File: src/rtl/core/tmvp_pkg.sv
// Shared types and constants for the transposed matrix-vector product core.
// Used by tmvp_front, tmvp_back and the top level; depends on nothing.
package tmvp_pkg;

  localparam int IDX_W       = 10;
  localparam int VAL_W       = 16;
  localparam int PROD_W      = 32;
  localparam int ACC_W       = 48;
  localparam int SIZE_W      = 11;
  localparam logic [SIZE_W-1:0] SIZE_RESET = 11'd1024;

  localparam int QUEUE_DEPTH = 4;
  localparam int QPTR_W      = $clog2(QUEUE_DEPTH);
  localparam int QCNT_W      = $clog2(QUEUE_DEPTH + 1);

  typedef struct packed {
    logic        [IDX_W-1:0] col;
    logic signed [VAL_W-1:0] matrix_value;
    logic signed [VAL_W-1:0] vector_value;
    logic                    first;
    logic                    last;
  } item_t;

endpackage

File: src/rtl/core/tmvp_front.sv
// Front end: size register, range check, first/last row tagging and the item queue.
// Depends on tmvp_pkg.
module tmvp_front #(
  parameter int MAX_SIZE = 1024
) (
  input  logic                                 clk,
  input  logic                                 rst,
  input  logic                                 cfg_valid,
  output logic                                 cfg_ready,
  input  logic        [tmvp_pkg::SIZE_W-1:0]   cfg_data,
  input  logic                                 in_valid,
  output logic                                 in_ready,
  input  logic        [tmvp_pkg::IDX_W-1:0]    row_index,
  input  logic        [tmvp_pkg::IDX_W-1:0]    col_index,
  input  logic signed [tmvp_pkg::VAL_W-1:0]    matrix_value,
  input  logic signed [tmvp_pkg::VAL_W-1:0]    vector_value,
  output logic                                 q_valid,
  output tmvp_pkg::item_t                      q_item,
  input  logic                                 q_pop
);
  import tmvp_pkg::*;

  localparam int MAX_W = $clog2(MAX_SIZE + 1);
  localparam int CMP_W = (MAX_W > SIZE_W) ? MAX_W : SIZE_W;

  logic [SIZE_W-1:0] size_in_use;
  logic [CMP_W-1:0]  size_ext;
  logic [CMP_W-1:0]  n_eff;
  logic [CMP_W-1:0]  row_ext;
  logic [CMP_W-1:0]  col_ext;
  logic              in_range;
  logic              push;
  item_t             new_item;

  item_t             queue_mem [QUEUE_DEPTH];
  logic [QPTR_W-1:0] wr_ptr;
  logic [QPTR_W-1:0] rd_ptr;
  logic [QCNT_W-1:0] count;
  logic [QCNT_W-1:0] count_next;

  assign cfg_ready = 1'b1;

  always_ff @(posedge clk) begin
    if (rst) begin
      size_in_use <= SIZE_RESET;
    end else if (cfg_valid && cfg_ready) begin
      size_in_use <= cfg_data;
    end
  end

  // clamp size to 1..MAX_SIZE
  always_comb begin
    size_ext = CMP_W'(size_in_use);
    if (size_ext == '0) begin
      n_eff = CMP_W'(1);
    end else if (size_ext > CMP_W'(MAX_SIZE)) begin
      n_eff = CMP_W'(MAX_SIZE);
    end else begin
      n_eff = size_ext;
    end
  end

  assign row_ext  = CMP_W'(row_index);
  assign col_ext  = CMP_W'(col_index);
  assign in_range = (row_ext < n_eff) && (col_ext < n_eff);
  assign in_ready = (count != QCNT_W'(QUEUE_DEPTH));
  // drop out-of-range items here
  assign push     = in_valid && in_ready && in_range;

  always_comb begin
    new_item.col          = col_index;
    new_item.matrix_value = matrix_value;
    new_item.vector_value = vector_value;
    new_item.first        = (row_index == '0);
    new_item.last         = (row_ext == n_eff - CMP_W'(1));
  end

  always_ff @(posedge clk) begin
    if (push) begin
      queue_mem[wr_ptr] <= new_item;
    end
  end

  always_comb begin
    case ({push, q_pop})
      2'b10:   count_next = count + QCNT_W'(1);
      2'b01:   count_next = count - QCNT_W'(1);
      default: count_next = count;
    endcase
  end

  always_ff @(posedge clk) begin
    if (rst) begin
      wr_ptr <= '0;
      rd_ptr <= '0;
      count  <= '0;
    end else begin
      count <= count_next;
      if (push) begin
        wr_ptr <= (wr_ptr == QPTR_W'(QUEUE_DEPTH - 1)) ? '0 : wr_ptr + QPTR_W'(1);
      end
      if (q_pop) begin
        rd_ptr <= (rd_ptr == QPTR_W'(QUEUE_DEPTH - 1)) ? '0 : rd_ptr + QPTR_W'(1);
      end
    end
  end

  assign q_valid = (count != '0);
  assign q_item  = queue_mem[rd_ptr];

  a_no_pop_empty: assert property (@(posedge clk) disable iff (rst)
    q_pop |-> q_valid)
    else $error("queue popped while empty");

  a_count_bound: assert property (@(posedge clk) disable iff (rst)
    count <= QCNT_W'(QUEUE_DEPTH))
    else $error("queue count above depth");

endmodule

File: config.mk
export PLATFORM = sky130hd
export DESIGN_NAME = tmvp_front
export DESIGN_NICKNAME = d
export VERILOG_FILES = /design/src/rtl/core/tmvp_pkg.sv /design/src/rtl/core/tmvp_front.sv
export SDC_FILE = /design/constraint.sdc
export NUM_CORES = 1
export LEC_CHECK = 0
export ABC_AREA = 1
export BUFFER_PORTS_ARGS = -buffer_cell sky130_fd_sc_hd__clkbuf_2
export CORE_UTILIZATION = 30
export CTS_CLUSTER_SIZE = 14
export DETAILED_ROUTE_END_ITERATION = 8
export PLACE_DENSITY = 0.54
export SLEW_MARGIN = 20
export SYNTH_ARGS = -nofsm -noshare
export SYNTH_HDL_FRONTEND = slang
export SYNTH_SLANG_ARGS = --single-unit
File: constraint.sdc
create_clock -name clk -period 9.5 [get_ports clk]
set_input_delay 0.95 -clock clk [delete_from_list [all_inputs] [get_ports clk]]
set_output_delay 0.95 -clock clk [all_outputs]
set_load 0.005 [all_outputs]
=== Word level (Yosys, flattened, before mapping) ===
Memory sizes are Yosys's and may differ from the RTL's. A register that Yosys moved wholly into a read port is not among the register bits.
Cells that the tools add are included.

* Logic and storage cells: 35
* Output and inout port bits: 47
* Register bits: 18
* Memories: 1
* Input port bits: 68
* Bits in writable memories: 176

{| class="wikitable"
|+ Memory list
! name !! words !! bits a word !! rd ports !! clocked after Yosys merged registers in !! write ports !! RTL line !! text
|-
| queue_mem || 4 || 44 || 1 || 1 || 1 || tmvp_front.sv:35 || <nowiki>item_t queue_mem [QUEUE_DEPTH];</nowiki>
|}

* Equal/unequal tests: 6
* $lt $le $gt $ge: 3
* Mux-type cells: 9
* $add $sub $neg: 5
* Reduce and logical (&&, ||, !) cells: 7

{| class="wikitable"
|+ Operator list
! kind !! count
|-
| $lt 10x11->1 || 2
|-
| $mux 11 || 2
|-
| $eq 10x11->1 || 1
|-
| $gt 11x11->1 const B || 1
|-
| $logic_not 11->1 || 1
|-
| $sub 11x1->11 const B || 1
|-
| $logic_not 10->1 || 1
|-
| $mux 2 || 4
|-
| $eq 2x2->1 const B || 3
|-
| $pmux 3 s2 || 1
|-
| $add 2x1->2 const B || 2
|-
| $add 3x1->3 const B || 1
|-
| $logic_and 1x1->1 || 3
|-
| $ne 3x3->1 const B || 1
|-
| $reduce_bool 3->1 || 1
|-
| $sub 3x1->3 const B || 1
|-
| $eq 2x1->1 const B || 1
|-
| $mux 1 || 2
|-
| $reduce_bool 2->1 || 1
|}

=== Logic depth before layout (Yosys ltp) ===
Gate-level depths: netlist of the first run.

* Depth after elaboration: 8
* Gate-level depth with buffers: 23
* Depth with buffers taken out: 23

=== Worst setup path after synthesis of the first run ===
No wires, ideal clock.

* Kind: input-to-reg
* Start: in row_index[8] in the netlist's numbering
* End: mem queue_mem[0][0] in the netlist's numbering (enable)
* Data arrival time: 3825 ps
* Library setup time: 446 ps
* Slack: 5230 ps
* Required time: 9054 ps
* Stages: 7
* Buffers on the path: 0
* Cells stage by stage: ha_1 -> a21o_1 -> a22oi_1 -> nand2_1 -> a21oi_1 -> nand4_2 -> nor2_1

* Longest elaborated chain between the ends: 5

{| class="wikitable"
|+ RTL lines
! what !! RTL line !! text
|-
| from (decl) || tmvp_front.sv:13 || <nowiki>input logic [tmvp_pkg::IDX_W-1:0] row_index,</nowiki>
|-
| $lt 10x11->1 || tmvp_front.sv:65 || <nowiki>assign in_range = (row_ext < n_eff) && (col_ext < n_eff);</nowiki>
|-
| $logic_and 1x1->1 || tmvp_front.sv:65 ||
|-
| $logic_and 1x1->1 || tmvp_front.sv:68 || <nowiki>assign push = in_valid && in_ready && in_range;</nowiki>
|-
| $mux 1 || tmvp_front.sv:79 || <nowiki>if (push) begin</nowiki>
|-
| $mux 1 (implied by the code) || tmvp_front.sv:80 || <nowiki>queue_mem[wr_ptr] <= new_item;</nowiki>
|-
| to (decl) || tmvp_front.sv:35 ||
|}

No other way between the ends.

==> results of run 1 <==
## through the flow
step | area, sq um | setup WS (ns)
2_1_floorplan | 8360 | 5.23
3_3_place_gp | 9350 | 5.97
3_5_place_dp | 9350 | 5.94
4_1_cts | 9960 | 5.53
5_1_grt | 9960 | 5.35
6_report | 9960 | 5.65
## cells by family (layout without fill, tap and decap cells)
logic type,Yosys count,in the layout
compound gates,177,177
other cells,1,1
xor+xnor,7,7
fa+ha+maj,27,27
simple gates,249,249
buf+inv,78,198
flops,196,196
## per-layer routing
layer	GRT usage (%)	up-vias	share of wire, %
met1	17.0	2658	45
met2	22.2	131	48
li1	-	2831	-
met5	0	-	0
met3	3.02	19	5.2
met4	3.83	0	1.3
## area by class of cell
class                           count  area, sq um
Fill cell                        2712        17200
Sequential cell                   196         5690
Clock inverter                     15          185
Inverter                           45          169
Multi-Input combinational cell    461         2410
Tap cell                          372          465
Clock buffer                       17          425
Timing Repair Buffer              121          626
## power groups by stage
stage | logic [mW] | registers (mW) | clock network, mW
2_1_floorplan | 0.152 | 1.03 | 0
3_5_place_dp | 0.267 | 1.03 | 0
3_3_place_gp | 0.265 | 1.03 | 0
5_1_grt | 0.297 | 1.01 | 0.783
4_1_cts | 0.268 | 1.01 | 0.746
6_report | 0.261 | 1.01 | 0.731
## worst max path at each step
| stage | startpoint | to | slack, ns | depth (start not counted) |
|---|---|---|---|---|
| after floorplan | row_index[8] | queue_mem[0][0]$_DFFE_PP_ | 5.23 | 7 |
| after global placement | col_index[9] | count[2]$_SDFFE_PP0P_ | 5.97 | 15 |
| after detailed placement | col_index[9] | count[2]$_SDFFE_PP0P_ | 5.94 | 15 |
| after CTS | flip-flop | q_item[37] | 5.53 | 6 |
| after global routing | flip-flop | q_item[37] | 5.35 | 6 |
| final | flip-flop | q_item[24] | 5.65 | 6 |
## flip-flops by register name (all words and copies together), names as in the netlist, named ones only
name and flops:
rd_ptr 2, wr_ptr 2, size_ext 11, queue_mem 176
count 3
## cell usage after synthesis (2+ instances only)
library cell / count
edfxtp_1: 176
nor2_1: 141
o21ai_0: 110
nand2_1: 77
inv_1: 44
o22ai_1: 44
clkbuf_1: 30
ha_1: 26
dfxtp_1: 20
nand3_1: 17
a21oi_1: 16
nor3_1: 5
xor2_1: 5
buf_4: 2
nand3b_1: 2
nor4_1: 2
xnor2_1: 2
## cell usage in the layout, fill, tap and decap left out, types with 2 or more instances in the layout
cell type,instances
o21ai_0,110
nor3_1,5
xor2_1,5
clkinv_8,3
nand2_1,77
clkinv_4,3
clkbuf_16,17
o22ai_1,44
nor2_4,4
buf_4,8
inv_1,44
clkbuf_2,113
inv_8,6
xnor2_1,2
a21oi_1,16
nor2_1,137
nor4_1,2
dfxtp_1,19
nand3b_1,2
ha_1,26
nand3_1,17
edfxtp_1,176
==> run metrics, run 1 <==
status=finished clean; setup-violating endpoint count in the final report=0; hold path startpoint=count[0]$_SDFFE_PP0P_; Internal Power=1.46 mW; number of distinct library cells after synthesis=33; Clock power frac=36.5%; clock root cell=clkbuf_16; Slew HR=41.2%; share of cells above drive strength 1=18.9%; post-synthesis net count=830; initial antenna violation count=0; setup bufs post-CTS=0; Die X-Extent=169 microns; Switching Share=26.8%; Post-Syn Instances=735; WP data required=8.55 ns; number of I/O port buffers=113; fmax=260 MHz; Compound-Gate Fraction of Synth Area=11.6%; post-synth top area share=63.2%; synth warn=0; vias in the first global route=5,237; Initial Util=30.8%; largest cells by area after synthesis=edfxtp_1 (63%), o21ai_0 (6.6%), nor2_1 (6.3%), dfxtp_1 (4.8%), ha_1 (3.9%); Core ar.=27,200 sq um; Pleak=3.79 nW; RSZ-0062 raised after global routing=no; Final HPWL DP=11.4 mm; Non-Filler Instances=1,227; final wirelength=18.7 mm; antenna cell count=0; Pwr Total=2.00 mW; critical path fanouts, max=89; Max IR drop VDD=0.0844 mV; Post-synth EDFFs=176; Slowest-stage cell, CP=buf_4; Vias=5,639; first-pass GRT wire length=28.6 mm; DRT iter0 DRCs=362; Clk Latency, worst-skew pair=0.44 ns; Max H-tree Level=4; Hold Fails Final Rpt=0; sequential fraction of the synthesis area=68.0%; hold path depth=1; worst path cell trace=buf_4 -> inv_2 -> buf_4 -> o21ai_0 -> o22ai_1 -> clkbuf_2; asr flop ratio synth=0%; WHS=0.482 ns; Post-Synth XOR/XNOR Area=0.733%; fin crit share=40.5%; worst reg-to-reg setup slack=6.01 ns; Worst Skew=0.0238 ns; # hold bufs at CTS=0; Crit. End Element=output pin; area leader, netlist=edfxtp_1; drt via density=4.60; placed cells=1,195; slowest cell delay on critical path=0.67 ns; area grow syn2layout=19.1%; largest net degree at the start of global routing=90; Clock Tree Buf Depth=2; NetSw=536 uW; worst reg2reg path depth=13; CTS tree=yes; Slew Limit Fails=0; Routed Antenna Nets=0; critical path arrival=2.90 ns; Avg Cell Area, Syn=11.4 sq um; largest family of logic cells by synthesized area=simple AND/OR/NAND/NOR gates; critical path's most frequent cell=buf_4; Crit path buffers/inverters=4; post-route setup TNS=0 ns; kind of critical path=flip-flop to output pin; Slew @ Worst Pin=0.882 ns; Comb pwr share=13.1%; Reg-to-Reg End=queue_mem[0][4]$_DFFE_PP_; Ports=115; Post-Synth Adder-Cell Area=4.13%; maxcap violations=0; Die H=169 microns; simple-gate share of the synthesized area=11.9%; Num CTS Buffers=17; FP Rows=60; die area=28,500 sq um; Post-Syn Area=8360 sq um; gr ovfl total=0; worst hold endpoint=count[0]$_SDFFE_PP0P_; WL per Instance=15.2 microns; DRC viols=0; Main synth FF type=edfxtp_1; RR Startpoint=size_ext[3]$_SDFFE_PP0P_; GPL Wtd Cong=0.781; Flop pwr share=50.4%; Overall Global Routing Usage=13.2%; Hold Crit Class=flip-flop to flip-flop; P per Cell Area=201 nW/um^2; Yosys reg bits=196; fin crit period=3.85 ns; post-cts sizing count=0; Crit path max-delay family=buffers and inverters; Clock Sink Count=196; Final #Nets=937; Critical Path Start Type=flip-flop; final core utilization=36.7%; router iterations before antenna repair=4; mux cell area share after synthesis=0%; Clock transition at path regs=0.07 ns
No activity file was read; power rests on OpenSTA's default activity.
==> inputs of run 2 (changes only) <==
--- a/config.mk
+++ b/config.mk
@@ -10,7 +10,7 @@
 export CORE_UTILIZATION = 30
 export CTS_CLUSTER_SIZE = 14
 export DETAILED_ROUTE_END_ITERATION = 8
-export PLACE_DENSITY = 0.54
+export PLACE_DENSITY = 0.56
 export SLEW_MARGIN = 20
 export SYNTH_ARGS = -nofsm -noshare
 export SYNTH_HDL_FRONTEND = slang
==> constraint.sdc (replaced) <==
create_clock -name clk -period 3.23 [get_ports clk]
set_input_delay 0.323 -clock clk [delete_from_list [all_inputs] [get_ports clk]]
set_output_delay 0.323 -clock clk [all_outputs]
set_load 0.005 [all_outputs]
==> run metrics, run 2 (synthesized netlist as in run 1, its figures left out) <==
Num CTS Buffers=17 (unchanged); final core utilization=37.2% (+0.53 points); router iterations before antenna repair=5 (+1); Max IR drop VDD=0.284 mV (+240%); Slowest-stage cell, CP=fa_1; Die H=169 microns (unchanged); worst path cell trace=nor2_1 -> nand3_2 -> o21ai_4 -> nand2_2 -> ha_1 -> nand2_1 -> inv_1 -> nand2_1 -> a31oi_2 -> nor2_1 -> nand4_2 -> ha_1 -> inv_1 -> fa_1 -> a21oi_1 -> o21ai_0 -> o21ai_0 -> a21oi_1; clock root cell=clkbuf_16; RR Startpoint=size_ext[3]$_SDFFE_PP0P_; fin crit share=92.9%; Clock transition at path regs=0.08 ns (about the same); share of cells above drive strength 1=20.2% (+1.3 points); RSZ-0062 raised after global routing=no; fin crit period=3.00 ns; Max H-tree Level=4 (unchanged); Crit path max-delay family=compound AO/OA/AOI/OAI gates; Crit. End Element=flip-flop; vias in the first global route=5,403 (+3.2%); Vias=5,661 (+0.39%); Final #Nets=943 (+0.64%); critical path fanouts, max=7 (-92%); Pleak=3.84 nW (+1.3%); final wirelength=18.8 mm (+0.52%); GPL Wtd Cong=0.787 (+0.78%); Routed Antenna Nets=0 (unchanged); first-pass GRT wire length=29.3 mm (+2.3%); Overall Global Routing Usage=13.5% (+0.31 points); Die X-Extent=169 microns (unchanged); initial antenna violation count=0 (unchanged); Final HPWL DP=11.5 mm (+0.73%); Slew Limit Fails=0 (unchanged); Hold Fails Final Rpt=0 (unchanged); maxcap violations=0 (unchanged); final instance area=10,100 sq um (+1.4%); Critical Path Start Type=flip-flop; Placed Instance Area=9470 sq um (+1.3%); Slew @ Worst Pin=0.599 ns (-0.283 ns); FP Rows=60 (unchanged); Worst Skew=0.0133 ns (-0.0105 ns); kind of critical path=flip-flop to flip-flop; post-route setup slack=0.230 ns (-5.42 ns); die area=28,500 sq um (unchanged); WP data required=3.54 ns (-5.01 ns); WHS=0.112 ns (-0.370 ns); Critical Path Start=size_ext[3]$_SDFFE_PP0P_; Clock Tree Buf Depth=2 (unchanged); area grow syn2layout=20.9%; DRC viols=0 (unchanged); Core ar.=27,200 sq um (unchanged); setup-violating endpoint count in the final report=0 (unchanged); number of I/O port buffers=113 (unchanged); status=finished clean; Clock Sink Count=196 (unchanged); antenna cell count=0 (unchanged); gr ovfl total=0 (unchanged); most frequent cells in the layout=edfxtp_1 (176), nor2_1 (136), clkbuf_2 (113); DRT iter0 DRCs=348 (-3.9%); P per Cell Area=591 nW/um^2 (+190%); post-route setup TNS=0 ns (unchanged); max reg flops=176 (unchanged); pre-CTS setup slack=0.173 ns (-5.77 ns); largest net degree at the start of global routing=89 (-1.1%); hold path startpoint=cfg_data[10]; Ports=115 (unchanged); Crit path buffers/inverters=2 (-2); critical path arrival=3.31 ns (+0.41 ns); Hold Crit Class=primary input to flip-flop; commonest non-fill, non-tap cell in the layout=edfxtp_1; Slew HR=59.8% (+19 points); register with the most flip-flops=queue_mem; fmax=333 MHz; slowest cell delay on critical path=0.38 ns (-0.29 ns); setup bufs post-CTS=0 (unchanged); Clk Latency, worst-skew pair=0.43 ns (about the same); drt via density=4.59 (about the same); Initial Util=30.8% (unchanged); CTS tree=yes; WL per Instance=15.2 microns (about the same)
==> run 2: worst reg2reg max path, delay by kind of cell, from the launching register on <==
kind	cells	cell delay, ns
compound gates	6	0.84
fa+ha+maj	3	0.83
buf+inv	2	0.14
flops	1	0.35
simple gates	7	0.73
==> run 2: final cells by class <==
class	instances	area, sq um
Multi-Input combinational cell	461	2420
Timing Repair Buffer	127	746
Fill cell	2722	17100
Inverter	45	173
Clock inverter	15	193
Clock buffer	17	425
Sequential cell	196	5690
Tap cell	372	465
==> run 2: worst paths after layout <==
kind                                                   to  slack (ns)  cells after the start
worst max-delay path                count[2]$_SDFFE_PP0P_        0.23                     18
worst min register to register      count[0]$_SDFFE_PP0P_        0.48                      1
worst max register to register      count[2]$_SDFFE_PP0P_        0.23                     18
worst min-delay path            size_ext[10]$_SDFFE_PP1P_        0.11                      3
==> run 2: per-layer routing <==
| layer | share of wire, % | global-route usage [%] |
|---|---|---|
| met4 | 0.78 | 3.32 |
| met3 | 4.7 | 2.99 |
| met5 | 0 | 0 |
| met2 | 49 | 23.0 |
| met1 | 46 | 17.4 |
==> run 2: where the power goes <==
group | switching, mW | internal [mW]
registers | 0.0429 | 2.92
logic | 0.509 | 0.291
clock network | 0.964 | 1.24
==> run 2: stage by stage <==
stage                     power [mW]  instances
final                           5.97       1233
after global routing            6.25       1233
after CTS                       6.04       1233
after detailed placement        3.84       1201
after global placement          3.83       1201
after floorplan                 3.47        735
==> run 2: repair_timing <==
item | CTS | global route
gates resized for setup | 0 | 4
hold buffers | 0 | 0
setup endpoints to repair | 0 | 1
==> inputs of run 3 (changes only) <==
--- a/config.mk
+++ b/config.mk
@@ -7,9 +7,11 @@
 export LEC_CHECK = 0
 export ABC_AREA = 1
 export BUFFER_PORTS_ARGS = -buffer_cell sky130_fd_sc_hd__clkbuf_2
+export CAP_MARGIN = 20
 export CORE_UTILIZATION = 30
 export CTS_CLUSTER_SIZE = 14
 export DETAILED_ROUTE_END_ITERATION = 8
+export GPL_TIMING_DRIVEN = 0
 export PLACE_DENSITY = 0.56
 export SLEW_MARGIN = 20
 export SYNTH_ARGS = -nofsm -noshare
==> constraint.sdc (replaced) <==
create_clock -name clk -period 3.23 [get_ports clk]
set_input_delay 0 -clock clk [delete_from_list [all_inputs] [get_ports clk]]
set_output_delay 0 -clock clk [all_outputs]
set_load 0.005 [all_outputs]
==> run metrics, run 3 (synthesized netlist as in run 1, its figures left out) <==
status=finished clean; most frequent cells in the layout=edfxtp_1 (176), nor2_1 (130), clkbuf_2 (113); setup-violating endpoint count in the final report=0 (unchanged); clock root cell=clkbuf_16; fin crit share=93.6% (+0.75 points); FP Rows=60 (unchanged); hold path depth=3 (unchanged); initial antenna violation count=0 (unchanged); GPL Wtd Cong=0.794 (+0.97%); critical path arrival=3.16 ns (-0.15 ns); max reg flops=176 (unchanged); Slew HR=56.7% (-3.1 points); Num CTS Buffers=17 (unchanged); Vias=6,126 (+8.2%); Die H=169 microns (unchanged); gr ovfl total=0 (unchanged); Final #Nets=1,044 (+11%); Clock Sink Count=196 (unchanged); fmax=331 MHz (-0.80%); first-pass GRT wire length=32.2 mm (+9.9%); Die X-Extent=169 microns (unchanged); DRC viols=0 (unchanged); critical path fanouts, max=21 (+14); Crit. End Element=flip-flop; final core utilization=40.9% (+3.7 points); Final HPWL DP=13.9 mm (+21%); Overall Global Routing Usage=14.9% (+1.3 points); antenna cell count=0 (unchanged); Slew Limit Fails=0 (unchanged); Clock transition at path regs=0.07 ns (about the same); WL per Instance=15.7 microns (+2.9%); fin crit period=3.02 ns (+0.0242 ns); Ports=115 (unchanged); Pleak=4.25 nW (+11%); RSZ-0062 raised after global routing=no; router iterations before antenna repair=4 (-1); WP data required=3.37 ns (-0.17 ns); drt via density=4.59 (about the same); Initial Util=30.8% (unchanged); area grow syn2layout=32.8%; final wirelength=20.9 mm (+11%); P per Cell Area=551 nW/um^2 (-6.7%); DRT iter0 DRCs=368 (+5.7%); vias in the first global route=5,994 (+11%); number of I/O port buffers=113 (unchanged); largest net degree at the start of global routing=22 (-75%); worst reg2reg path depth=14 (-4); Hold Crit Class=primary input to flip-flop; Max IR drop VDD=0.352 mV (+24%); kind of critical path=flip-flop to flip-flop; Max H-tree Level=4 (unchanged); share of cells above drive strength 1=21.4% (+1.2 points); Slew @ Worst Pin=0.650 ns (+0.0511 ns); maxcap violations=0 (unchanged); Critical Path Start Type=flip-flop; Worst Skew=0.0113 ns (-0.00195 ns); commonest non-fill, non-tap cell in the layout=edfxtp_1; register with the most flip-flops=queue_mem; Clk Latency, worst-skew pair=0.43 ns (about the same); Hold Fails Final Rpt=0 (unchanged); Clock Tree Buf Depth=2 (unchanged); post-route setup TNS=0 ns (unchanged); Routed Antenna Nets=0 (unchanged); CTS tree=yes; die area=28,500 sq um (unchanged); Core ar.=27,200 sq um (unchanged)
-- run 3: routing by layer --
metal  track usage (%)  share of wire [%]  vias to the layer above
met2              25.7                 50                      142
li1                  -                  -                     3057
met5                 0                  0                        -
met1              18.5                 45                     2902
met4              5.14                1.6                        0
met3              2.95                4.0                       25
-- run 3: repair_timing --
action / in CTS / in global routing
pin swaps: 5 / 11
setup endpoints to repair: 179 / 161
resized for setup: 4 / 38
buffers inserted: 9 / 4
endpoints found under the hold margin: 187 / 0
hold buffers: 61 / 0
cloned: 0 / 0
-- run 3: final timing paths --
check	from	to	slack, ns
worst max-delay path	size_ext[7]$_SDFFE_PP0P_	queue_mem[2][24]$_DFFE_PP_	0.21
worst min-delay path	cfg_valid	size_ext[10]$_SDFFE_PP1P_	0.08
worst max register to register	size_ext[7]$_SDFFE_PP0P_	queue_mem[2][24]$_DFFE_PP_	0.21
worst min register to register	count[0]$_SDFFE_PP0P_	count[0]$_SDFFE_PP0P_	0.47
-- run 3: final cells by class --
class | instances | area [sq um]
Timing Repair Buffer | 195 | 1510
Buffer | 33 | 135
Tap cell | 372 | 465
Sequential cell | 196 | 5700
Clock buffer | 17 | 425
Multi-Input combinational cell | 461 | 2520
Clock inverter | 15 | 188
Fill cell | 2636 | 16100
Inverter | 45 | 169
-- run 3: through the flow --
step	cells	setup slack (ns)	hold WS (ns)	power (mW)	instance area, sq um
3_5_place_dp	1228	-0.405	0.224	3.87	9630
4_1_cts	1330	0.0223	0.0737	6.16	11000
2_1_floorplan	735	-0.317	0.0812	3.47	8370
5_1_grt	1334	0.0188	0.142	6.41	11100
6_report	1334	0.206	0.0762	6.12	11100
3_3_place_gp	1220	-1.69	0.220	3.81	9400
-- run 3: power breakdown --
| part | switching [mW] | total (mW) | internal (mW) |
|---|---|---|---|
| Sequential | 0.0490 | 2.97 | 2.92 |
| Combinational | 0.561 | 0.942 | 0.382 |
| Clock | 1.03 | 2.21 | 1.18 |
-- run 3: worst max-delay path: stages (launching register included) --
cell and delay [ns]:
dfxtp_1 0.36, nor2_2 0.11, nand2_1 0.10, o21ai_4 0.26
buf_6 0.15, nand2_1 0.09, ha_1 0.30, a21oi_1 0.13
nand2_1 0.13, a21oi_2 0.20, nand4_4 0.16, buf_4 0.22
nor2_4 0.15, buf_16 0.17, buf_12 0.19
